**config.mk**
```make
export PLATFORM = sky130hd
export DESIGN_NAME = tic_meter_frame_parser
export DESIGN_NICKNAME = d
export VERILOG_FILES = /design/src/hw/rtl/ticmfp_pkg.sv /design/src/hw/rtl/tic_meter_frame_parser.sv /design/src/hw/rtl/ticmfp_parse_core.sv
export SDC_FILE = /design/constraint.sdc
export NUM_CORES = 1
export LEC_CHECK = 0
export ABC_AREA = 1
export CORE_UTILIZATION = 45
export DETAILED_ROUTE_END_ITERATION = 10
export DONT_BUFFER_PORTS = 1
export GPL_ROUTABILITY_DRIVEN = 1
export PLACE_DENSITY_LB_ADDON = 0.2
export RECOVER_POWER = 25
export SETUP_SLACK_MARGIN = 0.3
export SLEW_MARGIN = 10
export SYNTH_ARGS = -nofsm -noshare
export SYNTH_HDL_FRONTEND = slang
export SYNTH_SLANG_ARGS = --single-unit
```
**constraint.sdc**
```tcl
create_clock -name aclk -period 8.6 [get_ports aclk]
set_input_delay 0 -clock aclk [delete_from_list [all_inputs] [get_ports aclk]]
set_output_delay 0 -clock aclk [all_outputs]
set_load 0.005 [all_outputs]
```
**src/hw/rtl/ticmfp_pkg.sv**
```systemverilog
// types and constants shared by the meter teleinformation frame parser
// no dependencies
package ticmfp_pkg;

    localparam int MAX_VALUE_CHARS = 9;

    localparam logic [6:0] CH_STX = 7'h02;
    localparam logic [6:0] CH_ETX = 7'h03;
    localparam logic [6:0] CH_LF  = 7'h0A;
    localparam logic [6:0] CH_CR  = 7'h0D;
    localparam logic [6:0] CH_SP  = 7'h20;
    localparam logic [6:0] CH_0   = 7'h30;
    localparam logic [6:0] CH_9   = 7'h39;
    localparam logic [6:0] CH_P   = 7'h50;
    localparam logic [6:0] CH_C   = 7'h43;

    localparam logic [3:0] IDX_STOP = 4'd15;

    localparam logic [29:0] INDEX_MAX   = 30'd999999999;
    localparam logic [29:0] CURRENT_MAX = 30'd999;
    localparam logic [29:0] POWER_MAX   = 30'd99999;

    localparam logic [1:0] PERIOD_UNKNOWN = 2'd0;
    localparam logic [1:0] PERIOD_PEAK    = 2'd1;
    localparam logic [1:0] PERIOD_OFFPEAK = 2'd2;

    // found mask bit positions
    localparam int FB_HCHC  = 0;
    localparam int FB_HCHP  = 1;
    localparam int FB_PTEC  = 2;
    localparam int FB_IINST = 3;
    localparam int FB_PAPP  = 4;
    localparam int NUM_LABELS = 5;

    // labels packed 7 bits per character, first character most significant
    localparam logic [34:0] LBL_HCHC  = 35'({7'h48, 7'h43, 7'h48, 7'h43});
    localparam logic [34:0] LBL_HCHP  = 35'({7'h48, 7'h43, 7'h48, 7'h50});
    localparam logic [34:0] LBL_PTEC  = 35'({7'h50, 7'h54, 7'h45, 7'h43});
    localparam logic [34:0] LBL_IINST = {7'h49, 7'h49, 7'h4E, 7'h53, 7'h54};
    localparam logic [34:0] LBL_PAPP  = 35'({7'h50, 7'h41, 7'h50, 7'h50});

    typedef enum logic [3:0] {
        PH_OUT   = 4'b0001,
        PH_LABEL = 4'b0010,
        PH_VALUE = 4'b0100,
        PH_SKIP  = 4'b1000
    } phase_t;

    typedef enum logic [2:0] {
        FSEL_NONE  = 3'd0,
        FSEL_HCHC  = 3'd1,
        FSEL_HCHP  = 3'd2,
        FSEL_PTEC  = 3'd3,
        FSEL_IINST = 3'd4,
        FSEL_PAPP  = 3'd5
    } field_sel_t;

    typedef struct packed {
        logic [29:0] offpeak_index;
        logic [29:0] peak_index;
        logic [9:0]  current_amps;
        logic [16:0] apparent_power;
        logic [1:0]  tariff_period;
        logic [4:0]  found_mask;
    } result_t;

    function automatic logic [29:0] field_max(input field_sel_t sel);
        logic [29:0] mx;
        case (sel)
            FSEL_HCHC:  mx = INDEX_MAX;
            FSEL_HCHP:  mx = INDEX_MAX;
            FSEL_IINST: mx = CURRENT_MAX;
            FSEL_PAPP:  mx = POWER_MAX;
            default:    mx = '0;
        endcase
        return mx;
    endfunction

endpackage

```
**src/hw/rtl/tic_meter_frame_parser.sv**
```systemverilog
// Teleinformation frame parser for an electricity meter in historic mode. One 7-bit
// character is taken per transaction, one every cycle at full rate. A character
// passes an input register, then the parser updates its state from it. An ETX
// inside a frame, once the parser steps on it, loads the result register and
// raises m_valid. Labels HCHC, HCHP, PTEC, IINST and PAPP are decoded, numeric
// values saturate at their field maximum, and labels missing from a frame keep
// their earlier values. The result register decouples the two sides; input stalls
// only when both registers are full and m_ready is low.
// depends on ticmfp_pkg and ticmfp_parse_core
module tic_meter_frame_parser (
    input  logic        aclk,
    input  logic        aresetn,
    input  logic        s_valid,
    output logic        s_ready,
    input  logic [6:0]  s_rx_byte,
    output logic        m_valid,
    input  logic        m_ready,
    output logic [29:0] m_offpeak_index,
    output logic [29:0] m_peak_index,
    output logic [9:0]  m_current_amps,
    output logic [16:0] m_apparent_power,
    output logic [1:0]  m_tariff_period,
    output logic [4:0]  m_found_mask
);
    import ticmfp_pkg::*;

    logic       in_valid_reg, in_valid_next;
    logic [6:0] in_byte_reg;
    logic       m_valid_reg, m_valid_next;
    result_t    res_reg;
    result_t    res;
    logic       out_ready;
    logic       step;
    logic       emit;

    assign out_ready = !m_valid_reg || m_ready;
    assign step      = in_valid_reg && out_ready;
    assign s_ready   = !in_valid_reg || out_ready;

    ticmfp_parse_core u_core (
        .aclk    (aclk),
        .aresetn (aresetn),
        .step    (step),
        .rx_byte (in_byte_reg),
        .emit    (emit),
        .result  (res)
    );

    always_comb begin
        in_valid_next = in_valid_reg;
        if (s_valid && s_ready) begin
            in_valid_next = 1'b1;
        end else if (step) begin
            in_valid_next = 1'b0;
        end
        m_valid_next = m_valid_reg;
        if (emit) begin
            m_valid_next = 1'b1;
        end else if (m_ready) begin
            m_valid_next = 1'b0;
        end
    end

    always_ff @(posedge aclk) begin
        if (!aresetn) begin
            in_valid_reg <= 1'b0;
            m_valid_reg  <= 1'b0;
        end else begin
            in_valid_reg <= in_valid_next;
            m_valid_reg  <= m_valid_next;
        end
    end

    always_ff @(posedge aclk) begin
        if (s_valid && s_ready) begin
            in_byte_reg <= s_rx_byte;
        end
        if (emit) begin
            res_reg <= res;
        end
    end

    assign m_valid          = m_valid_reg;
    assign m_offpeak_index  = res_reg.offpeak_index;
    assign m_peak_index     = res_reg.peak_index;
    assign m_current_amps   = res_reg.current_amps;
    assign m_apparent_power = res_reg.apparent_power;
    assign m_tariff_period  = res_reg.tariff_period;
    assign m_found_mask     = res_reg.found_mask;

`ifndef SYNTH
    a_period_code: assert property (@(posedge aclk) disable iff (!aresetn)
        m_valid |-> (m_tariff_period == PERIOD_UNKNOWN || m_tariff_period == PERIOD_PEAK
                     || m_tariff_period == PERIOD_OFFPEAK))
        else $error("tariff period code out of range");

    a_index_sat: assert property (@(posedge aclk) disable iff (!aresetn)
        m_valid |-> (m_offpeak_index <= INDEX_MAX && m_peak_index <= INDEX_MAX))
        else $error("energy index above saturation limit");

    a_small_sat: assert property (@(posedge aclk) disable iff (!aresetn)
        m_valid |-> (30'(m_current_amps) <= CURRENT_MAX
                     && 30'(m_apparent_power) <= POWER_MAX))
        else $error("current or power above saturation limit");

    a_in_hold: assert property (@(posedge aclk) disable iff (!aresetn)
        (in_valid_reg && !out_ready) |=> (in_valid_reg && $stable(in_byte_reg)))
        else $error("stalled character lost from input register");
`endif

endmodule

```
**src/hw/rtl/ticmfp_parse_core.sv**
```systemverilog
// per-character parser state, label match, value accumulation and stores
// depends on ticmfp_pkg
module ticmfp_parse_core (
    input  logic                aclk,
    input  logic                aresetn,
    input  logic                step,
    input  logic [6:0]          rx_byte,
    output logic                emit,
    output ticmfp_pkg::result_t result
);
    import ticmfp_pkg::*;

    phase_t      phase_reg, phase_next;
    logic [34:0] label_reg, label_next;
    logic [2:0]  len_reg, len_next;
    field_sel_t  sel_reg, sel_next;
    logic [29:0] acc_reg, acc_next;
    logic [3:0]  idx_reg, idx_next;
    logic [4:0]  found_reg, found_next;
    logic [29:0] offpeak_reg, offpeak_next;
    logic [29:0] peak_reg, peak_next;
    logic [9:0]  current_reg, current_next;
    logic [16:0] power_reg, power_next;
    logic [1:0]  period_reg, period_next;

    logic [NUM_LABELS-1:0] hit;
    field_sel_t            sel_match;
    logic                  do_commit;
    logic                  incr;
    logic [33:0]           acc_x10;
    logic [29:0]           mx;

    // label match against all known labels in parallel
    always_comb begin
        hit[FB_HCHC]  = (len_reg == 3'd4) && (label_reg == LBL_HCHC);
        hit[FB_HCHP]  = (len_reg == 3'd4) && (label_reg == LBL_HCHP);
        hit[FB_PTEC]  = (len_reg == 3'd4) && (label_reg == LBL_PTEC);
        hit[FB_IINST] = (len_reg == 3'd5) && (label_reg == LBL_IINST);
        hit[FB_PAPP]  = (len_reg == 3'd4) && (label_reg == LBL_PAPP);
        sel_match = FSEL_NONE;
        for (int k = 0; k < NUM_LABELS; k++) begin
            if (hit[k]) begin
                sel_match = field_sel_t'(3'(k + 1));
            end
        end
    end

    assign acc_x10 = ({4'b0, acc_reg} << 3) + ({4'b0, acc_reg} << 1)
                   + 34'(7'(rx_byte - CH_0));
    assign mx = field_max(sel_reg);

    always_comb begin
        phase_next   = phase_reg;
        label_next   = label_reg;
        len_next     = len_reg;
        sel_next     = sel_reg;
        acc_next     = acc_reg;
        idx_next     = idx_reg;
        found_next   = found_reg;
        offpeak_next = offpeak_reg;
        peak_next    = peak_reg;
        current_next = current_reg;
        power_next   = power_reg;
        period_next  = period_reg;
        do_commit    = 1'b0;
        incr         = 1'b0;
        emit         = 1'b0;

        if (step) begin
            if (rx_byte == CH_STX) begin
                found_next = '0;
                phase_next = PH_LABEL;
                label_next = '0;
                len_next   = '0;
                sel_next   = FSEL_NONE;
                acc_next   = '0;
                idx_next   = '0;
            end else if (phase_reg != PH_OUT) begin
                if (rx_byte == CH_ETX) begin
                    do_commit  = (phase_reg == PH_VALUE);
                    emit       = 1'b1;
                    phase_next = PH_OUT;
                    sel_next   = FSEL_NONE;
                end else if (rx_byte == CH_LF) begin
                    do_commit  = (phase_reg == PH_VALUE);
                    phase_next = PH_LABEL;
                    label_next = '0;
                    len_next   = '0;
                    sel_next   = FSEL_NONE;
                    acc_next   = '0;
                    idx_next   = '0;
                end else if (rx_byte == CH_CR) begin
                    do_commit  = (phase_reg == PH_VALUE);
                    phase_next = PH_SKIP;
                    sel_next   = FSEL_NONE;
                end else begin
                    case (phase_reg)
                        PH_LABEL: begin
                            if (rx_byte == CH_SP) begin
                                sel_next   = FSEL_NONE;
                                phase_next = PH_SKIP;
                                if (sel_match != FSEL_NONE && !(|(hit & found_reg))) begin
                                    sel_next   = sel_match;
                                    phase_next = PH_VALUE;
                                    acc_next   = '0;
                                    idx_next   = '0;
                                end
                            end else if (len_reg < 3'd5) begin
                                label_next = {label_reg[27:0], rx_byte};
                                len_next   = len_reg + 3'd1;
                            end else begin
                                len_next = 3'd6;
                            end
                        end
                        PH_VALUE: begin
                            if (rx_byte == CH_SP) begin
                                do_commit  = 1'b1;
                                phase_next = PH_SKIP;
                                sel_next   = FSEL_NONE;
                            end else if (sel_reg == FSEL_PTEC) begin
                                incr = 1'b1;
                                if (idx_reg == 4'd1) begin
                                    if (rx_byte == CH_P) begin
                                        acc_next = 30'(PERIOD_PEAK);
                                    end else if (rx_byte == CH_C) begin
                                        acc_next = 30'(PERIOD_OFFPEAK);
                                    end else begin
                                        acc_next = 30'(PERIOD_UNKNOWN);
                                    end
                                end
                            end else if (idx_reg < 4'(MAX_VALUE_CHARS)) begin
                                if (rx_byte inside {[CH_0:CH_9]}) begin
                                    incr     = 1'b1;
                                    acc_next = (acc_x10 > {4'b0, mx}) ? mx : acc_x10[29:0];
                                end else begin
                                    idx_next = IDX_STOP;
                                end
                            end else begin
                                incr = 1'b1;
                            end
                            if (incr && idx_reg != IDX_STOP) begin
                                idx_next = idx_reg + 4'd1;
                            end
                        end
                        default: begin
                        end
                    endcase
                end
            end
        end

        if (do_commit) begin
            case (sel_reg)
                FSEL_HCHC: begin
                    offpeak_next        = acc_reg;
                    found_next[FB_HCHC] = 1'b1;
                end
                FSEL_HCHP: begin
                    peak_next           = acc_reg;
                    found_next[FB_HCHP] = 1'b1;
                end
                FSEL_PTEC: begin
                    period_next         = acc_reg[1:0];
                    found_next[FB_PTEC] = 1'b1;
                end
                FSEL_IINST: begin
                    current_next         = acc_reg[9:0];
                    found_next[FB_IINST] = 1'b1;
                end
                FSEL_PAPP: begin
                    power_next          = acc_reg[16:0];
                    found_next[FB_PAPP] = 1'b1;
                end
                default: begin
                end
            endcase
        end

        result.offpeak_index  = offpeak_next;
        result.peak_index     = peak_next;
        result.current_amps   = current_next;
        result.apparent_power = power_next;
        result.tariff_period  = period_next;
        result.found_mask     = found_next;
    end

    always_ff @(posedge aclk) begin
        if (!aresetn) begin
            phase_reg   <= PH_OUT;
            label_reg   <= '0;
            len_reg     <= '0;
            sel_reg     <= FSEL_NONE;
            acc_reg     <= '0;
            idx_reg     <= '0;
            found_reg   <= '0;
            offpeak_reg <= '0;
            peak_reg    <= '0;
            current_reg <= '0;
            power_reg   <= '0;
            period_reg  <= PERIOD_UNKNOWN;
        end else begin
            phase_reg   <= phase_next;
            label_reg   <= label_next;
            len_reg     <= len_next;
            sel_reg     <= sel_next;
            acc_reg     <= acc_next;
            idx_reg     <= idx_next;
            found_reg   <= found_next;
            offpeak_reg <= offpeak_next;
            peak_reg    <= peak_next;
            current_reg <= current_next;
            power_reg   <= power_next;
            period_reg  <= period_next;
        end
    end

endmodule

```
; Word level (Yosys, flattened, before mapping)
; Index checks and enable logic that the tools add are counted.
[word_totals]
regBits = 276
out_inout_bits = 96
in_bits = 11
[classes]
n_eq_ne = 39
n_reduce_logical = 30
magnitude_cmp = 5
addsub = 5
muxes = 114
bitwise = 1
[op_table]
columns = operator, count
row1 = 2-to-1 mux 30 bit, 18
row2 = 2-to-1 mux 35 bit, 8
row3 = equality test 35 x 28 -> 1 bit (second input constant), 4
row4 = case mux 30 bit (3 select lines), 1
row5 = 2-to-1 mux 4 bit, 20
row6 = 2-to-1 mux 3 bit, 20
row7 = case mux 30 bit (2 select lines), 1
row8 = equality test 35 bit (second input constant), 1
row9 = != test 5 x 4 -> 1 bit (second input constant), 7
row10 = adder 33 x 31 -> 34 bit, 1
row11 = adder 34 x 7 -> 34 bit, 1
row12 = > comparator 34 x 30 -> 1 bit, 1
row13 = 2-to-1 mux 17 bit, 2
row14 = 2-to-1 mux 1 bit, 33
row15 = AND reduction 11 bit, 2
row16 = 2-to-1 mux 10 bit, 2
row17 = case mux 4 bit (2 select lines), 2
row18 = 2-to-1 mux 5 bit, 3
row19 = equality test 7 x 2 -> 1 bit (second input constant), 2
row20 = equality test 7 x 4 -> 1 bit (second input constant), 2
row21 = equality test 7 bit (second input constant), 2
row22 = equality test 3 bit (second input constant), 4
row23 = != test 4 x 1 -> 1 bit (second input constant), 3
row24 = logical AND 1 bit, 10
row25 = 33 further kinds, 44

; Longest topological paths before layout
; Gate-level depths: netlist (run 1).
[logic_depth]
depth_word = 21
ltp_mapped = 33
ltp_nobuf = 33

; Cells and area by module
; A second synthesis (run 1) with hierarchy kept.
[unflattened]
cells_unflattened = 1788
area_unflattened_um2 = 14064.7
[by_module_without_submodules]
columns = mod, instances, area_per_inst_um2, cells_per_inst, seq_area_each_um2
row1 = ticmfp_parse_core, 1, 10938.0, 1675, 3463.3
row2 = tic_meter_frame_parser, 1, 3126.7, 113, 3072.9

; Worst setup path before layout (run 1)
; No wires, ideal clock.
[synth_path]
path_kind = flip-flop to flip-flop
from = reg in_byte_reg[4]
to = reg m_valid_reg, in the netlist m_valid
path_stages_with_launch = 11
setup_slack_ns = 2.932
period_less_slack_ns = 5.668
arrival_time_ns = 5.589
cell_sequence = edfxtp_1 inv_1 ha_1 inv_1 nor2_1 inv_1 nor2_1 inv_1 nor2_1 inv_1 a21oi_1
[synth_via]
elab_chain_len = 6
[synth_rtl]
columns = item, line
row1 = start: declaration, tic_meter_frame_parser.sv:28  ; logic [6:0] in_byte_reg;
row2 = start signal: assignment, tic_meter_frame_parser.sv:76  ; in_byte_reg <= s_rx_byte;
row3 = equality test 7 x 2 -> 1 bit, ticmfp_parse_core.sv:79  ; if (rx_byte == CH_ETX) begin
row4 = 2-to-1 mux 1 bit, ticmfp_parse_core.sv:79
row5 = 2-to-1 mux 1 bit, ticmfp_parse_core.sv:78  ; end else if (phase_reg != PH_OUT) begin
row6 = 2-to-1 mux 1 bit (*), ticmfp_parse_core.sv:70  ; if (rx_byte == CH_STX) begin
row7 = 2-to-1 mux 1 bit (*), ticmfp_parse_core.sv:69  ; if (step) begin
row8 = via emit, tic_meter_frame_parser.sv:34  ; logic emit;
row9 = 2-to-1 mux 1 bit / nonzero test 2 bit (equally long branches), n/a
row10 = end signal: assignment, tic_meter_frame_parser.sv:70  ; m_valid_reg <= m_valid_next;
row11 = end: declaration, tic_meter_frame_parser.sv:29  ; logic m_valid_reg, m_valid_next;
; Mark *: on every way through the listed nets, which the timed path passes. The rest lies on a longest branch.
; A chain may end at the register's enable or synchronous reset.

; Worst setup path after layout (run 1)
[layout_path]
from = reg in_byte_reg[4]
to = reg u_core.acc_reg[8]
[layout_via]
elab_chain_len = 14
[layout_rtl]
columns = item, line
row1 = subtractor 7 x 6 -> 7 bit, ticmfp_parse_core.sv:49  ; + 34'(7'(rx_byte - CH_0));
row2 = adder 34 x 7 -> 34 bit, ticmfp_parse_core.sv:49
row3 = > comparator 34 x 30 -> 1 bit, ticmfp_parse_core.sv:134  ; acc_next = (acc_x10 > {4'b0, mx}) ? mx : acc_x10[29:0];
row4 = 2-to-1 mux 30 bit, ticmfp_parse_core.sv:134
row5 = 2-to-1 mux 30 bit, ticmfp_parse_core.sv:132  ; if (rx_byte inside {[CH_0:CH_9]}) begin
row6 = 2-to-1 mux 30 bit, ticmfp_parse_core.sv:131  ; end else if (idx_reg < 4'(MAX_VALUE_CHARS)) begin
row7 = 2-to-1 mux 30 bit, ticmfp_parse_core.sv:120  ; end else if (sel_reg == FSEL_PTEC) begin
row8 = 2-to-1 mux 30 bit, ticmfp_parse_core.sv:116  ; if (rx_byte == CH_SP) begin
row9 = case mux 30 bit (2 select lines), ticmfp_parse_core.sv:97  ; case (phase_reg)
row10 = 2-to-1 mux 30 bit, ticmfp_parse_core.sv:92  ; end else if (rx_byte == CH_CR) begin
row11 = 2-to-1 mux 30 bit, ticmfp_parse_core.sv:84  ; end else if (rx_byte == CH_LF) begin
row12 = 2-to-1 mux 30 bit, ticmfp_parse_core.sv:79
row13 = 2-to-1 mux 30 bit, ticmfp_parse_core.sv:78
row14 = 2-to-1 mux 30 bit, ticmfp_parse_core.sv:70
row15 = end signal: assignment, ticmfp_parse_core.sv:206  ; acc_reg <= acc_next;
row16 = end: declaration, ticmfp_parse_core.sv:17  ; logic [29:0] acc_reg, acc_next;
; Parallel ways exist; a longest one is shown, timed or not. The select of a mux whose other input is x is not followed.

==> results of run 1 <==
==> routing by layer <==
metal,global-route usage (%),share of wire (%)
met1,28.8,47
met4,4.83,2.1
met2,35.9,46
met3,2.69,4.7
met5,0,0
==> cells by family (layout without fill, tap and decap cells) <==
group | count (synthesis) | in the layout | share of synthesized area, %
AOI/OAI and AO/OA | 290 | 290 | 12.7
and+or+nand+nor | 668 | 668 | 20.5
DFF | 276 | 276 | 46.1
adders and majority gates | 96 | 96 | 8.74
xor gates and xnor gates | 20 | 20 | 1.24
buffers and inverters | 381 | 403 | 10.7
==> power groups by stage <==
stage	Sequential (W)	Combinational, W	Clock, W
5_1_grt	0.00135	0.000103	0.00136
2_1_floorplan	0.00138	0.0000776	0
3_3_place_gp	0.00138	0.0000870	0
3_5_place_dp	0.00138	0.0000883	0
6_report	0.00135	0.0000924	0.00128
4_1_cts	0.00135	0.0000928	0.00131
==> cells in the final DEF, fill, tap and decap left out, types with 18 or more instances in the layout <==
| cell type | count |
|---|---|
| o21ai_0 | 22 |
| a21oi_1 | 173 |
| nand3_1 | 57 |
| inv_1 | 309 |
| nand4_1 | 31 |
| dfxtp_1 | 175 |
| inv_2 | 20 |
| nor2_1 | 289 |
| nor3_1 | 18 |
| ha_1 | 91 |
| xor2_1 | 19 |
| a22oi_1 | 32 |
| o211ai_2 | 19 |
| clkbuf_16 | 29 |
| edfxtp_1 | 101 |
| nand2_1 | 230 |
==> area by class of cell <==
type	count	area share (%)
Clock buffer	40	5.26
Sequential cell	276	42.1
Multi-Input combinational cell	1074	39.3
Inverter	332	8.07
Tap cell	396	3.19
Timing Repair Buffer	17	0.959
Clock inverter	14	1.09
==> repair_timing <==
item / 4_1_cts / 5_1_grt
endpoints found under the hold margin: 73 / 0
endpoints found under the setup margin: 0 / 0
resized for setup: 0 / 0
hold buffers: 10 / 0
==> worst register-to-register path, delay by kind of cell (launching register included) <==
kind	cells	cell delay, ps
AOI/OAI and AO/OA	3	420
xor gates and xnor gates	1	150
adders and majority gates	5	1700
buffers and inverters	3	370
DFF	1	490
and+or+nand+nor	17	1790
==> through the flow <==
| step | worst slack (ps) | instances |
|---|---|---|
| 3_5_place_dp | 3560 | 2085 |
| 2_1_floorplan | 2930 | 1731 |
| 4_1_cts | 3510 | 2149 |
| 5_1_grt | 2940 | 2149 |
| 6_report | 3440 | 2149 |
| 3_3_place_gp | 3640 | 2085 |
==> worst paths after layout <==
kind	to	depth (start not counted)	slack (ps)
worst max-delay path	u_core.acc_reg[8]$_SDFFE_PN0P_	29	3440
worst min-delay path	in_byte_reg[2]$_DFFE_PP_	1	50
worst max register to register	u_core.acc_reg[8]$_SDFFE_PN0P_	29	3440
worst min register to register	u_core.phase_reg[3]$_SDFFE_PN0P_	2	490
==> impl_metrics.csv, run 1 <==
group,metric,value,unit
outcome,outcome,"complete, but fails checks",
outcome,failed_checks,"DRC, capacitance limit, slew limit",
global_route,track_usage,21.2,%
route,routedWlPerCell,15.9,um
cts,cts_htree_levels,1,
cts,clock_latency,580,ps
timing,fmax,194,MHz
route,via_per_inst,5.13,
pwr,ir_worst_vdd,161,uV
synthesis,synth.largest_area_cell,"dfxtp_1",
pwr,seqPwrFrac,49.7,%
global_route,grt_overflow,0,
synthesis,synth_cell_types,57,
timing,period_needed,5160,ps
route,drc,16,
global_route,grt_antenna_before_repair,0,
layout,final_util,50.5,%
timing,slew_headroom,-96.5,%
synthesis,syn_avg_cell_area,8.18,um2
job,maxCapViolations,3,
global_route,grt_pass1_vias,10444,
global_route,grt_max_degree,62,
global_route,grt_pass1_wl,55300,um
layout,antenna_cells,0,
layout,multi_input_area,0.00611,mm2
synthesis,syn_area,0.0142,mm2
synthesis,synth_fp_nets,1838,
pwr,netSwitchingPower,0.000597,W
placed_design,hpwl,24100,um
worst_setup_path,slowest_delay,520,ps
cts,cts_buffer_depth,3,
synthesis,ys_seq_elements,276,
timing,fin_skew,34.6,ps
min_path,min_from,"s_rx_byte[2]",
worst_setup_path,critPathLaunchType,"flop",
cts,cts_tree,"done",
route,wl,34200,um
floorplan,num_io_pins,107,
synthesis,ys.flop_type,"dfxtp_1",
min_path,holdCritPathClass,"in2reg",
floorplan,num_rows,64,
worst_setup_path,critPathKind,"reg2reg",
synthesis,synthCells,1731,
timing,tightest_slew,2940,ps
worst_setup_path,cp_slowest_cell,"fa_1",
synthesis,ys_top_cells_by_count,"inv_1, nor2_1, nand2_1, dfxtp_1, a21oi_1",
worst_setup_path,critPathCaptureType,"flop",
timing,fin_tns_setup,0,ps
floorplan,coreArea,0.0307,mm2
timing,hold_ws,49.3,ps
pwr,p_leak,6.65,nW
layout,fill_cells,2993,
route,vias,11023,
cts,cts_buffers,29,
synthesis,synth_edf_count,101,
floorplan,die_w,179,um
route,drt_iter0_drc,939,
route,first_pass_iters,8,
synthesis,async_flop_share,0,%
layout,seq_area,0.00654,mm2
floorplan,die_h,179,um
worst_setup_path,required,8940,ps
placed_design,place_area,0.0145,mm2
pwr,p_sw_share,21.9,%
pwr,clockPowerShare,47.0,%
worst_setup_path,critPathBufInv,3,
cts,clock-sinks,276,
cts,path_clk_slew,60,ps
synthesis,yosysMostFrequentCell,"inv_1",
layout,largest_reg_flops,35,
layout,drive_above_1_share,7.59,%
worst_setup_path,crit_start,"in_byte_reg[4]$_DFFE_PP_",
timing,setup-violations-final,0,
timing,finalCritPeriodShare,60.0,%
layout,fin_nets,1837,
synthesis,synth_area_leaders,"dfxtp_1, edfxtp_1, inv_1, ha_1, nor2_1",
pwr,internal_power,0.00213,W
worst_setup_path,cp.arrival,5500,ps
placed_design,portBuffers,0,
pwr,power.density,175,mW/mm2
worst_setup_path,path_max_fanout,27,
layout,area_growth_syn_to_layout,9.58,%
timing,grt_setup_unrepaired,"no",
floorplan,start_util,46.1,%
pwr,p_comb_share,3.4,%
placed_design,gp_congestion,0.923,
cts,clockRootBuffer,"clkbuf_16",
worst_setup_path,regToRegStartpoint,"in_byte_reg[4]$_DFFE_PP_",
layout,fin_area,0.0155,mm2
synthesis,yosysSeqAreaShare,46.1,%
timing,hold_viol,0,
cts,post_cts_buffers,0,
floorplan,dieArea,0.0322,mm2
route,ant_nets,0,
synthesis,synth_warnings,0,
timing,drv_slew,150,
pwr,finalPower,0.00272,W
worst_setup_path,path_delay_family,"simple AND/OR/NAND/NOR gates",
worst_setup_path,path_common_cell,"nand2_1",
synthesis,netlist.area_leader.share,24.7,%
Note: power is estimated with default switching activity, not from simulation.
==> run 2, diff against run 1 <==
- clock period: 8.6 -> 4.2 ns (I/O delays scaled with it)
==> run 2 against run 1 <==
Compared with the run above: the run ends with DRC, setup timing left; flip-flop and latch count did not move; clock power grew 110%; count of clock-buffer cells in the layout grew 2; combinational power rose to 3.9 times the previous value; final cell count grew 6.4%; critical endpoint is now u_core.acc_reg[16]$_SDFFE_PN0P_; largest cell class unchanged; highest routed layer unchanged.
==> impl_metrics.csv, run 2 (synthesis gave the netlist of run 1 again) <==
group,metric,value,unit
outcome,outcome,"complete, but fails checks",
outcome,failed_checks,"DRC, setup timing",
worst_setup_path,path_common_cell,"nand2_2",
pwr,power.density,336,mW/mm2
job,maxCapViolations,0,
worst_setup_path,crit_start,"in_byte_reg[5]$_DFFE_PP_",
worst_setup_path,required,4610,ps
placed_design,portBuffers,0,
global_route,track_usage,22.1,%
worst_setup_path,critPathCaptureType,"flop",
layout,fill_cells,2833,
timing,fmax,221,MHz
layout,largest_reg_flops,35,
cts,cts_tree,"done",
worst_setup_path,cp.arrival,4930,ps
cts,clock_latency,550,ps
timing,setup-violations-final,30,
timing,drv_slew,0,
floorplan,die_w,179,um
worst_setup_path,worst-r2r-setup-slack,-320,ps
placed_design,dp_cells,2171,
worst_setup_path,r2r_end,"u_core.acc_reg[16]$_SDFFE_PN0P_",
cts,path_clk_slew,60,ps
route,drt_iter0_drc,690,
timing,setup_slack,-320,ps
layout,multi_input_area,0.00650,mm2
worst_setup_path,slowest_delay,480,ps
route,vias,11612,
layout,final_cell_mix,"inv_1, nor2_1, nand2_1",
worst_setup_path,critPathKind,"reg2reg",
pwr,p_leak,7.46,nW
worst_setup_path,cp_slowest_cell,"fa_1",
cts,cts_buffer_depth,3,
floorplan,die_h,179,um
global_route,grt_max_degree,63,
layout,drive_above_1_share,17.6,%
cts,cts_htree_levels,1,
min_path,holdCritPathClass,"in2reg",
global_route,grt_antenna_before_repair,1,
global_route,grt_overflow,0,
timing,hold_viol,0,
route,first_pass_iters,10,
worst_setup_path,path_max_fanout,5,
layout,area_growth_syn_to_layout,20.9,%
route,routedWlPerCell,16.0,um
layout,fin_nets,1974,
pwr,ir_worst_vdd,286,uV
floorplan,coreArea,0.0307,mm2
floorplan,start_util,46.1,%
timing,fin_tns_setup,-8010,ps
timing,slew_headroom,26.6,%
placed_design,gp_congestion,0.893,
cts,cts_buffers,29,
timing,finalCritPeriodShare,108,%
route,drc,12,
timing,grt_setup_unrepaired,"yes",
floorplan,num_io_pins,107,
timing,tightest_slew,1100,ps
route,ant_nets,0,
floorplan,num_rows,64,
layout,final_common_cell,"inv_1",
timing,period_needed,4520,ps
placed_design,hpwl,25700,um
route,via_per_inst,5.08,
floorplan,dieArea,0.0322,mm2
global_route,grt_pass1_wl,57900,um
route,wl,36600,um
cts,clock-sinks,276,
cts,clockRootBuffer,"clkbuf_16",
timing,fin_skew,12.9,ps
layout,layout.cells.non_filler,2287,
worst_setup_path,rr_worst_depth,32,
layout,final_util,55.7,%
layout,seq_area,0.00654,mm2
worst_setup_path,regToRegStartpoint,"in_byte_reg[5]$_DFFE_PP_",
worst_setup_path,crit_path_end,"u_core.acc_reg[16]$_SDFFE_PN0P_",
worst_setup_path,critPathLaunchType,"flop",
global_route,grt_pass1_vias,11296,
-- run 2: cell count changes in the layout (fill, tap and decap cells not counted), sizes merged --
cell,before,now
dlygate4sd3,10,18
clkinvlp,2,0
diode,0,1
nand2,239,240
clkbuf,41,42
inv,332,334
buf,6,132
clkinv,9,10
-- run 2: cell type report --
class                           count  area share (%)
Antenna cell                        1          0.0146
Clock buffer                       42            4.93
Clock inverter                     12           0.855
Inverter                          332            7.39
Multi-Input combinational cell   1075            38.0
Sequential cell                   276            38.2
Tap cell                          396            2.89
Timing Repair Buffer              150            7.50
Timing Repair inverter              3           0.307
-- run 2: repair_timing --
item	CTS	global route
endpoints found under the hold margin	66	0
pin swaps	20	33
cloned	0	4
endpoints found under the setup margin	30	30
hold buffers	19	0
buffers inserted	29	9
gates resized for setup	33	59
-- run 2: worst max-delay path: cells and delay by family, from the launching register on --
family,cells,cell delay (ps)
buffers and inverters,7,530
AO/OA/AOI/OAI,2,210
flip-flops,1,430
adder cells (fa/ha/maj),5,1520
XOR/XNOR,1,160
AND/OR/NAND/NOR,17,1550
-- run 2: power by group --
group / switching (W) / internal [W] / leakage (nW)
Clock: 0.00105 / 0.00158 / 0.494
Combinational: 0.000211 / 0.000149 / 4.63
Sequential: 0.00000658 / 0.00276 / 2.34
Total: 0.00127 / 0.00449 / 7.46
-- run 2: how the worst min path moves through the flow --
stage / cells past startpoint / to / start / slack (ps)
finish: 2 / u_core.phase_reg[0]$_SDFFE_PN1P_ / aresetn / 60
global route: 1 / in_byte_reg[6]$_DFFE_PP_ / s_rx_byte[6] / 60
CTS: 2 / u_core.phase_reg[0]$_SDFFE_PN1P_ / aresetn / 40
detailed placement: 1 / u_core.phase_reg[0]$_SDFFE_PN1P_ / aresetn / 90
global placement: 1 / u_core.phase_reg[0]$_SDFFE_PN1P_ / aresetn / 90
floorplan: 1 / u_core.phase_reg[0]$_SDFFE_PN1P_ / aresetn / 80
-- run 2: per-layer routing --
metal	GRT usage (%)	wire length (um)	up-vias
li1	-	-	5876
met1	27.0	15800	5377
met2	39.4	17900	273
met3	2.63	1380	86
met4	9.31	1540	0
met5	0	0	-
-- run 2: through the flow --
stage | hold slack, ps | worst slack, ps | total power, W | cell area [um2]
2_1_floorplan | 84.2 | 19.8 | 0.00299 | 14200
3_3_place_gp | 89.0 | -246 | 0.00306 | 15200
3_5_place_dp | 93.3 | -334 | 0.00306 | 15200
4_1_cts | 41.8 | -216 | 0.00573 | 16700
5_1_grt | 56.6 | -575 | 0.00594 | 17100
6_report | 64.3 | -320 | 0.00575 | 17100
